`src/rtl/ttg_pkg.sv`:
```
// Shared types, constants and helper functions for the trapezoid trajectory generator.
package ttg_pkg;

  localparam int unsigned DIV_W    = 38;
  localparam int unsigned DEN_W    = 10;
  localparam int unsigned RAD_W    = 64;
  localparam int unsigned ROOT_W   = 32;
  localparam int unsigned DT_W     = 6;
  localparam int unsigned STIFF_W  = 22;
  localparam int unsigned DAMP_W   = 18;
  localparam int unsigned ADDR_W   = 5;
  localparam int unsigned LEVEL_W  = 3;
  localparam int unsigned NUM_GAIN = 5;

  localparam logic [DT_W-1:0]  DT_MIN     = 6'd1;
  localparam logic [DT_W-1:0]  DT_MAX     = 6'd50;
  localparam logic [DEN_W-1:0] DEN_MS     = 10'd1000;
  localparam logic [DEN_W-1:0] DEN_SMOOTH = 10'd5;

  localparam longint KP_MILLI [NUM_GAIN] = '{5000, 10000, 15000, 25000, 40000};
  localparam longint KD_MILLI [NUM_GAIN] = '{500, 800, 1200, 2000, 3000};

  typedef enum logic [2:0] {
    REG_MAX_VEL    = 3'd0,
    REG_MAX_ACC    = 3'd1,
    REG_OFFSET     = 3'd2,
    REG_REVERSE    = 3'd3,
    REG_MODE       = 3'd4,
    REG_FIRST_STEP = 3'd5
  } reg_idx_e;

  typedef enum logic [3:0] {
    OP_NONE,
    OP_LOAD,
    OP_RESTART,
    OP_STATIC,
    OP_CALC,
    OP_SNAP,
    OP_MUL,
    OP_ROOT,
    OP_VEL,
    OP_STEPNUM,
    OP_DIV,
    OP_POS,
    OP_SMNUM,
    OP_SMOOTH
  } op_e;

  typedef enum logic [3:0] {
    S_IDLE,
    S_DECODE,
    S_MUL,
    S_ROOT,
    S_ROOT_WAIT,
    S_VEL,
    S_STEPNUM,
    S_STEP,
    S_STEP_WAIT,
    S_POS,
    S_SMNUM,
    S_SM,
    S_SM_WAIT,
    S_SMOOTH,
    S_DONE
  } state_e;

  typedef struct packed {
    logic [30:0]        max_vel;
    logic [30:0]        max_acc;
    logic signed [31:0] offset;
    logic               reverse;
    logic               mode;
    logic [DT_W-1:0]    first_step;
  } cfg_t;

  typedef struct packed {
    op_e  op;
    logic in_ready;
    logic emit;
  } cmd_t;

  typedef struct packed {
    logic restart;
    logic static_mode;
    logic snap;
    logic busy;
  } status_t;

  function automatic longint fx_milli(longint milli, int frac);
    return ((milli <<< frac) + 64'sd500) / 64'sd1000;
  endfunction

  function automatic logic signed [31:0] sat32(logic signed [32:0] v);
    if (v[32] != v[31]) begin
      return v[32] ? 32'sh8000_0000 : 32'sh7FFF_FFFF;
    end
    return v[31:0];
  endfunction

  function automatic logic signed [31:0] dir_apply(logic signed [31:0] v, logic rev);
    if (!rev) begin
      return v;
    end
    if (v == 32'sh8000_0000) begin
      return 32'sh7FFF_FFFF;
    end
    return -v;
  endfunction

endpackage

```
`src/rtl/ttg_ctrl.sv`:
```
// Sequencer that steps the datapath through one request.
module ttg_ctrl (
  input  logic              clk_i,
  input  logic              rst_ni,
  input  logic              in_valid_i,
  input  logic              out_free_i,
  input  ttg_pkg::status_t  status_i,
  output ttg_pkg::cmd_t     cmd_o
);
  import ttg_pkg::*;

  state_e state_q, state_d;

  always_comb begin
    state_d = state_q;
    unique case (state_q)
      S_IDLE:      if (in_valid_i) begin
        state_d = S_DECODE;
      end
      S_DECODE: begin
        priority if (status_i.restart) begin
          state_d = S_IDLE;
        end else if (status_i.static_mode) begin
          state_d = S_DONE;
        end else begin
          state_d = S_MUL;
        end
      end
      S_MUL:       state_d = status_i.snap ? S_SMNUM : S_ROOT;
      S_ROOT:      state_d = S_ROOT_WAIT;
      S_ROOT_WAIT: if (!status_i.busy) begin
        state_d = S_VEL;
      end
      S_VEL:       state_d = S_STEPNUM;
      S_STEPNUM:   state_d = S_STEP;
      S_STEP:      state_d = S_STEP_WAIT;
      S_STEP_WAIT: if (!status_i.busy) begin
        state_d = S_POS;
      end
      S_POS:       state_d = S_SMNUM;
      S_SMNUM:     state_d = S_SM;
      S_SM:        state_d = S_SM_WAIT;
      S_SM_WAIT:   if (!status_i.busy) begin
        state_d = S_SMOOTH;
      end
      S_SMOOTH:    state_d = S_DONE;
      S_DONE:      if (out_free_i) begin
        state_d = S_IDLE;
      end
      default:     state_d = S_IDLE;
    endcase
  end

  always_comb begin
    cmd_o.op       = OP_NONE;
    cmd_o.in_ready = 1'b0;
    cmd_o.emit     = 1'b0;
    unique case (state_q)
      S_IDLE: begin
        cmd_o.in_ready = 1'b1;
        if (in_valid_i) begin
          cmd_o.op = OP_LOAD;
        end
      end
      S_DECODE: begin
        priority if (status_i.restart) begin
          cmd_o.op = OP_RESTART;
        end else if (status_i.static_mode) begin
          cmd_o.op = OP_STATIC;
        end else begin
          cmd_o.op = OP_CALC;
        end
      end
      S_MUL:     cmd_o.op = status_i.snap ? OP_SNAP : OP_MUL;
      S_ROOT:    cmd_o.op = OP_ROOT;
      S_VEL:     cmd_o.op = OP_VEL;
      S_STEPNUM: cmd_o.op = OP_STEPNUM;
      S_STEP:    cmd_o.op = OP_DIV;
      S_POS:     cmd_o.op = OP_POS;
      S_SMNUM:   cmd_o.op = OP_SMNUM;
      S_SM:      cmd_o.op = OP_DIV;
      S_SMOOTH:  cmd_o.op = OP_SMOOTH;
      S_DONE:    cmd_o.emit = out_free_i;
      default: begin
      end
    endcase
  end

  always_ff @(posedge clk_i or negedge rst_ni) begin
    if (!rst_ni) begin
      state_q <= S_IDLE;
    end else begin
      state_q <= state_d;
    end
  end

endmodule

```
`config.mk`:
```
export PLATFORM = sky130hd
export DESIGN_NAME = ttg_ctrl
export DESIGN_NICKNAME = d
export VERILOG_FILES = /design/src/rtl/ttg_pkg.sv /design/src/rtl/ttg_ctrl.sv
export SDC_FILE = /design/constraint.sdc
export NUM_CORES = 1
export LEC_CHECK = 0
export BUFFER_PORTS_ARGS = -buffer_cell sky130_fd_sc_hd__buf_2
export CORE_AREA = 5 5 42 44
export CTS_BUF_LIST = sky130_fd_sc_hd__clkbuf_8
export CTS_CLUSTER_DIAMETER = 80
export DETAILED_ROUTE_END_ITERATION = 10
export DIE_AREA = 0 0 47 49
export GPL_TIMING_DRIVEN = 1
export PLACE_DENSITY = 0.52
export SLEW_MARGIN = 0
export SYNTH_ARGS = -nofsm -noshare
export SYNTH_HDL_FRONTEND = slang
export SYNTH_SLANG_ARGS = --single-unit
```
`constraint.sdc`:
```
create_clock -name clk_i -period 3.3 [get_ports clk_i]
set_input_delay 0.66 -clock clk_i [delete_from_list [all_inputs] [get_ports clk_i]]
set_output_delay 0.66 -clock clk_i [all_outputs]
set_load 0.005 [all_outputs]
```
==> results list <==
- In this run the core area contains 14 standard-cell rows.
- Pin slew with the least headroom to its limit: 0.5546 ns
- After clock tree synthesis, the clock-pin slew on the worst setup and hold paths is 0.03 ns.
- Worst path slowest cell: sky130_fd_sc_hd__dfrtp_1
- Summing all multi-input logic gate instances after layout gives 249.0 um^2.
- Total Routing Usage GR: 9.816%
- Worst-path maximum fanout: 19
- Once the floorplan was initialized, standard cells occupied 28.13% of the core.
- In this run the static leakage power is 0.2161 nW.
- Wire length of the first global-routing pass: 1628 um
* Pin count of the biggest net entering global routing: 20
- Worst path max stage delay: 0.68 ns
* Fraction of registers with async set/reset: 100.0%
- VDD sags by at most 0.0002256 V.
* Die X: 47 um
- Across all setup checks in the final design, the least slack found is 0.9407 ns.
- Of all cell types, the one taking the most synthesized area is sky130_fd_sc_hd__dfrtp_1.
- For this run, the register share of the synthesized area comes to 25.40%.
* Inserted Diodes: 0
- The cell count after synthesis came out at 51.
* Post-synth design cell area: 394.1 um^2
- The number of gates resized after CTS was 0.
- Net count, final: 72
- Util after Layout: 35.00%
- Detailed-placement wirelength estimate: 668.7 um
* Clock tree from TritonCTS: yes
- For this run, the detailed router's first-pass iteration total came to 2.
- Maximum count of clock buffers along a single path: 2
- Via count of the first global-routing pass: 406
- The floorplan step defined a die boundary enclosing 0.002303 mm^2.
- The congestion estimate from routability-driven global placement came to 0.6797.
- The number of hold-slack violations in the final timing report was 0.
- Most used flip-flop cell after synthesis: sky130_fd_sc_hd__dfrtp_1
- Clock Tree Root: sky130_fd_sc_hd__clkbuf_8
- In the final layout, the share of cells above drive strength 1 is 27.42%.
- Once detail routing completed, the nets flagged for antenna violations numbered 0.
* Post-CTS setup repair buffer count: 0
- The total count of max-transition violations in the final report came to 0.
- After layout, the minimum clock period comes to 2.359 ns.
* Sequential cell area in the final layout: 100.1 um^2
* Routed WL: 966 um
- Top area cells in the synthesized netlist: sky130_fd_sc_hd__dfrtp_1, sky130_fd_sc_hd__a21oi_1, sky130_fd_sc_hd__a32o_1
- The largest registers in the layout are state_q: 4 flops.
* Vias per std cell: 5.397
* Unrepaired setup endpoints after global routing: no
- Total number of H-tree levels: 1
- Number of violations reported at the end of detailed-routing iteration 0: 4
- Worst slack, placed: 1.089 ns
- PortBufs: 13
* Clock latency of the later-clocked register in the worst-skew pair: 0.21 ns
- For flop-to-flop paths, the worst setup slack is 1.88 ns.
* Clock tree skew after final layout: 0.001533 ns
- Dividing the final minimum period by the clock period gives 71.49%.
- Arrival time worst endpoint: 1.70 ns
* Boundary Pins: 14
- Number of vias in the routed layout: 421
- Register name with the most flops: state_q
- Global-route congestion overflow total: 0
- The register with the most flip-flops in the layout has 4 of them.
- Averaged over all synthesized cells, the footprint is 7.728 um^2.
* Power Density: 975.6 mW/mm^2
- In this run, synthesis produced a sequential element count of 4.
* Rel. slew slack: 63.03%
* Worst hold slack: 0.2424 ns
* WS Path Type: register to primary output
- Die Y-Extent: 49 um
- The layout has 166 filler cells.
* Area share of the largest cell type after synthesis: 25.40%
- Worst min-delay path category: input pin to async pin
- Netlist cell types: 28
- Static timing analysis puts the maximum clock frequency at 0.4239 GHz.
- Routed wire length per instance: 12.38 um
* Sink Count: 4
- Counting instances in the post-synthesis netlist gives the leading cell types as sky130_fd_sc_hd__a21oi_1, sky130_fd_sc_hd__dfrtp_1, sky130_fd_sc_hd__inv_1, sky130_fd_sc_hd__nand2_1, sky130_fd_sc_hd__nor3_1.
- Type of element capturing the critical path: primary output
- Area of the core: 0.001401 mm^2
- The number of antenna violations at the first check in global routing is 0.
- The tool flagged a number of max-cap violations equal to 0.
* Launching element type of the critical path: register
- Compared with the post-synthesis result, the final layout area differs by 24.44%.
- Number of buffers added by the clock tree synthesis step: 3
- Number of setup violations in the final report: 0
- Counting every net in the synthesized netlist gives 59.
- Cell chain of the critical path: nand4bb_1 > a21oi_1 > a221o_1 > buf_2
- The run finished with clean final reports.
* Hold-fix buffer count after cts: 0
- For this run, the number of Yosys warnings is 0.
- Yosys mapped a number of flops with a built-in enable equal to 0.
- For this run, design rule violations remaining after detail routing come to 0.
- Required arrival time at the worst endpoint: 2.64 ns
- In the final timing run, aggregate negative setup slack is 0 ns.
-- power by group --
| part | internal, mW | switching [mW] |
|---|---|---|
| Clock | 0.0776 | 0.0232 |
| Combinational | 0.117 | 0.0929 |
| Sequential | 0.0713 | 0.0964 |
-- cell usage in the layout (no fill, tap or decap) --
cell	instances
sky130_fd_sc_hd__a31oi_1	1
sky130_fd_sc_hd__clkbuf_8	3
sky130_fd_sc_hd__a22o_1	1
sky130_fd_sc_hd__o2111ai_1	1
sky130_fd_sc_hd__buf_2	13
sky130_fd_sc_hd__nand3_1	2
sky130_fd_sc_hd__or3b_1	1
sky130_fd_sc_hd__o31a_1	1
sky130_fd_sc_hd__o22ai_1	1
sky130_fd_sc_hd__a221o_1	1
sky130_fd_sc_hd__a211oi_2	1
sky130_fd_sc_hd__a32o_1	2
sky130_fd_sc_hd__mux2i_1	1
sky130_fd_sc_hd__nand4bb_1	1
sky130_fd_sc_hd__nor3_1	4
sky130_fd_sc_hd__o211ai_1	2
sky130_fd_sc_hd__o2bb2ai_1	1
sky130_fd_sc_hd__or2_1	1
sky130_fd_sc_hd__a211oi_1	1
sky130_fd_sc_hd__a21oi_1	4
sky130_fd_sc_hd__and3_1	1
sky130_fd_sc_hd__nand3b_1	1
sky130_fd_sc_hd__dfrtp_1	4
sky130_fd_sc_hd__nand2_1	4
sky130_fd_sc_hd__o21ai_1	2
sky130_fd_sc_hd__inv_1	4
sky130_fd_sc_hd__nor2_1	3
-- metal layers --
layer	vias to the layer above	global-route usage, %	part of all wire [%]
met2	10	13.12	46
li1	216	-	-
met4	0	8.295	0.83
met5	-	0	0
met3	2	1.476	4.1
met1	193	13.08	49
-- logic make-up (layout without fill, tap and decap cells) --
logic type | count (synthesis) | count (layout) | share of synthesized area [%]
DFF | 4 | 4 | 25.40
and+or+nand+nor | 18 | 18 | 24.45
muxes | 1 | 1 | 2.540
buffers and inverters | 9 | 20 | 11.43
AOI/OAI and AO/OA | 19 | 19 | 36.19
-- metrics by stage --
stage	instance area (um^2)	power, mW	std cells
after global placement	449.2	0.3809	75
after detailed placement	449.2	0.3794	75
after floorplan	394.1	0.3231	51
final	490.5	0.4785	78
after global routing	490.5	0.5306	78
after CTS	490.5	0.4838	78
-- critical path, delay by kind of cell (launching register included) --
family | cells | cell delay (ns)
simple gates | 1 | 0.21
flops | 1 | 0.68
compound gates | 2 | 0.47
buf+inv | 1 | 0.12
-- final timing paths --
check                      startpoint          to  depth (start not counted)
max reg2reg                state_q[1]  state_q[3]                          3
min                            rst_ni  state_q[3]                          1
min reg2reg                state_q[0]  state_q[0]                          1
min in group clk_i         state_q[0]  state_q[0]                          1
max                        state_q[1]    cmd_o[2]                          4
max in group asynchronous      rst_ni  state_q[1]                          1
-- layout make-up --
type                    instances  area share (%)
repair buffers                 13           13.27
flip-flops and latches          4           20.41
multi-input cells              38           50.77
clock buffers                   3           8.418
inverters                       4           3.061
well taps                      16           4.082
Note: power is estimated with default switching activity, not from simulation.
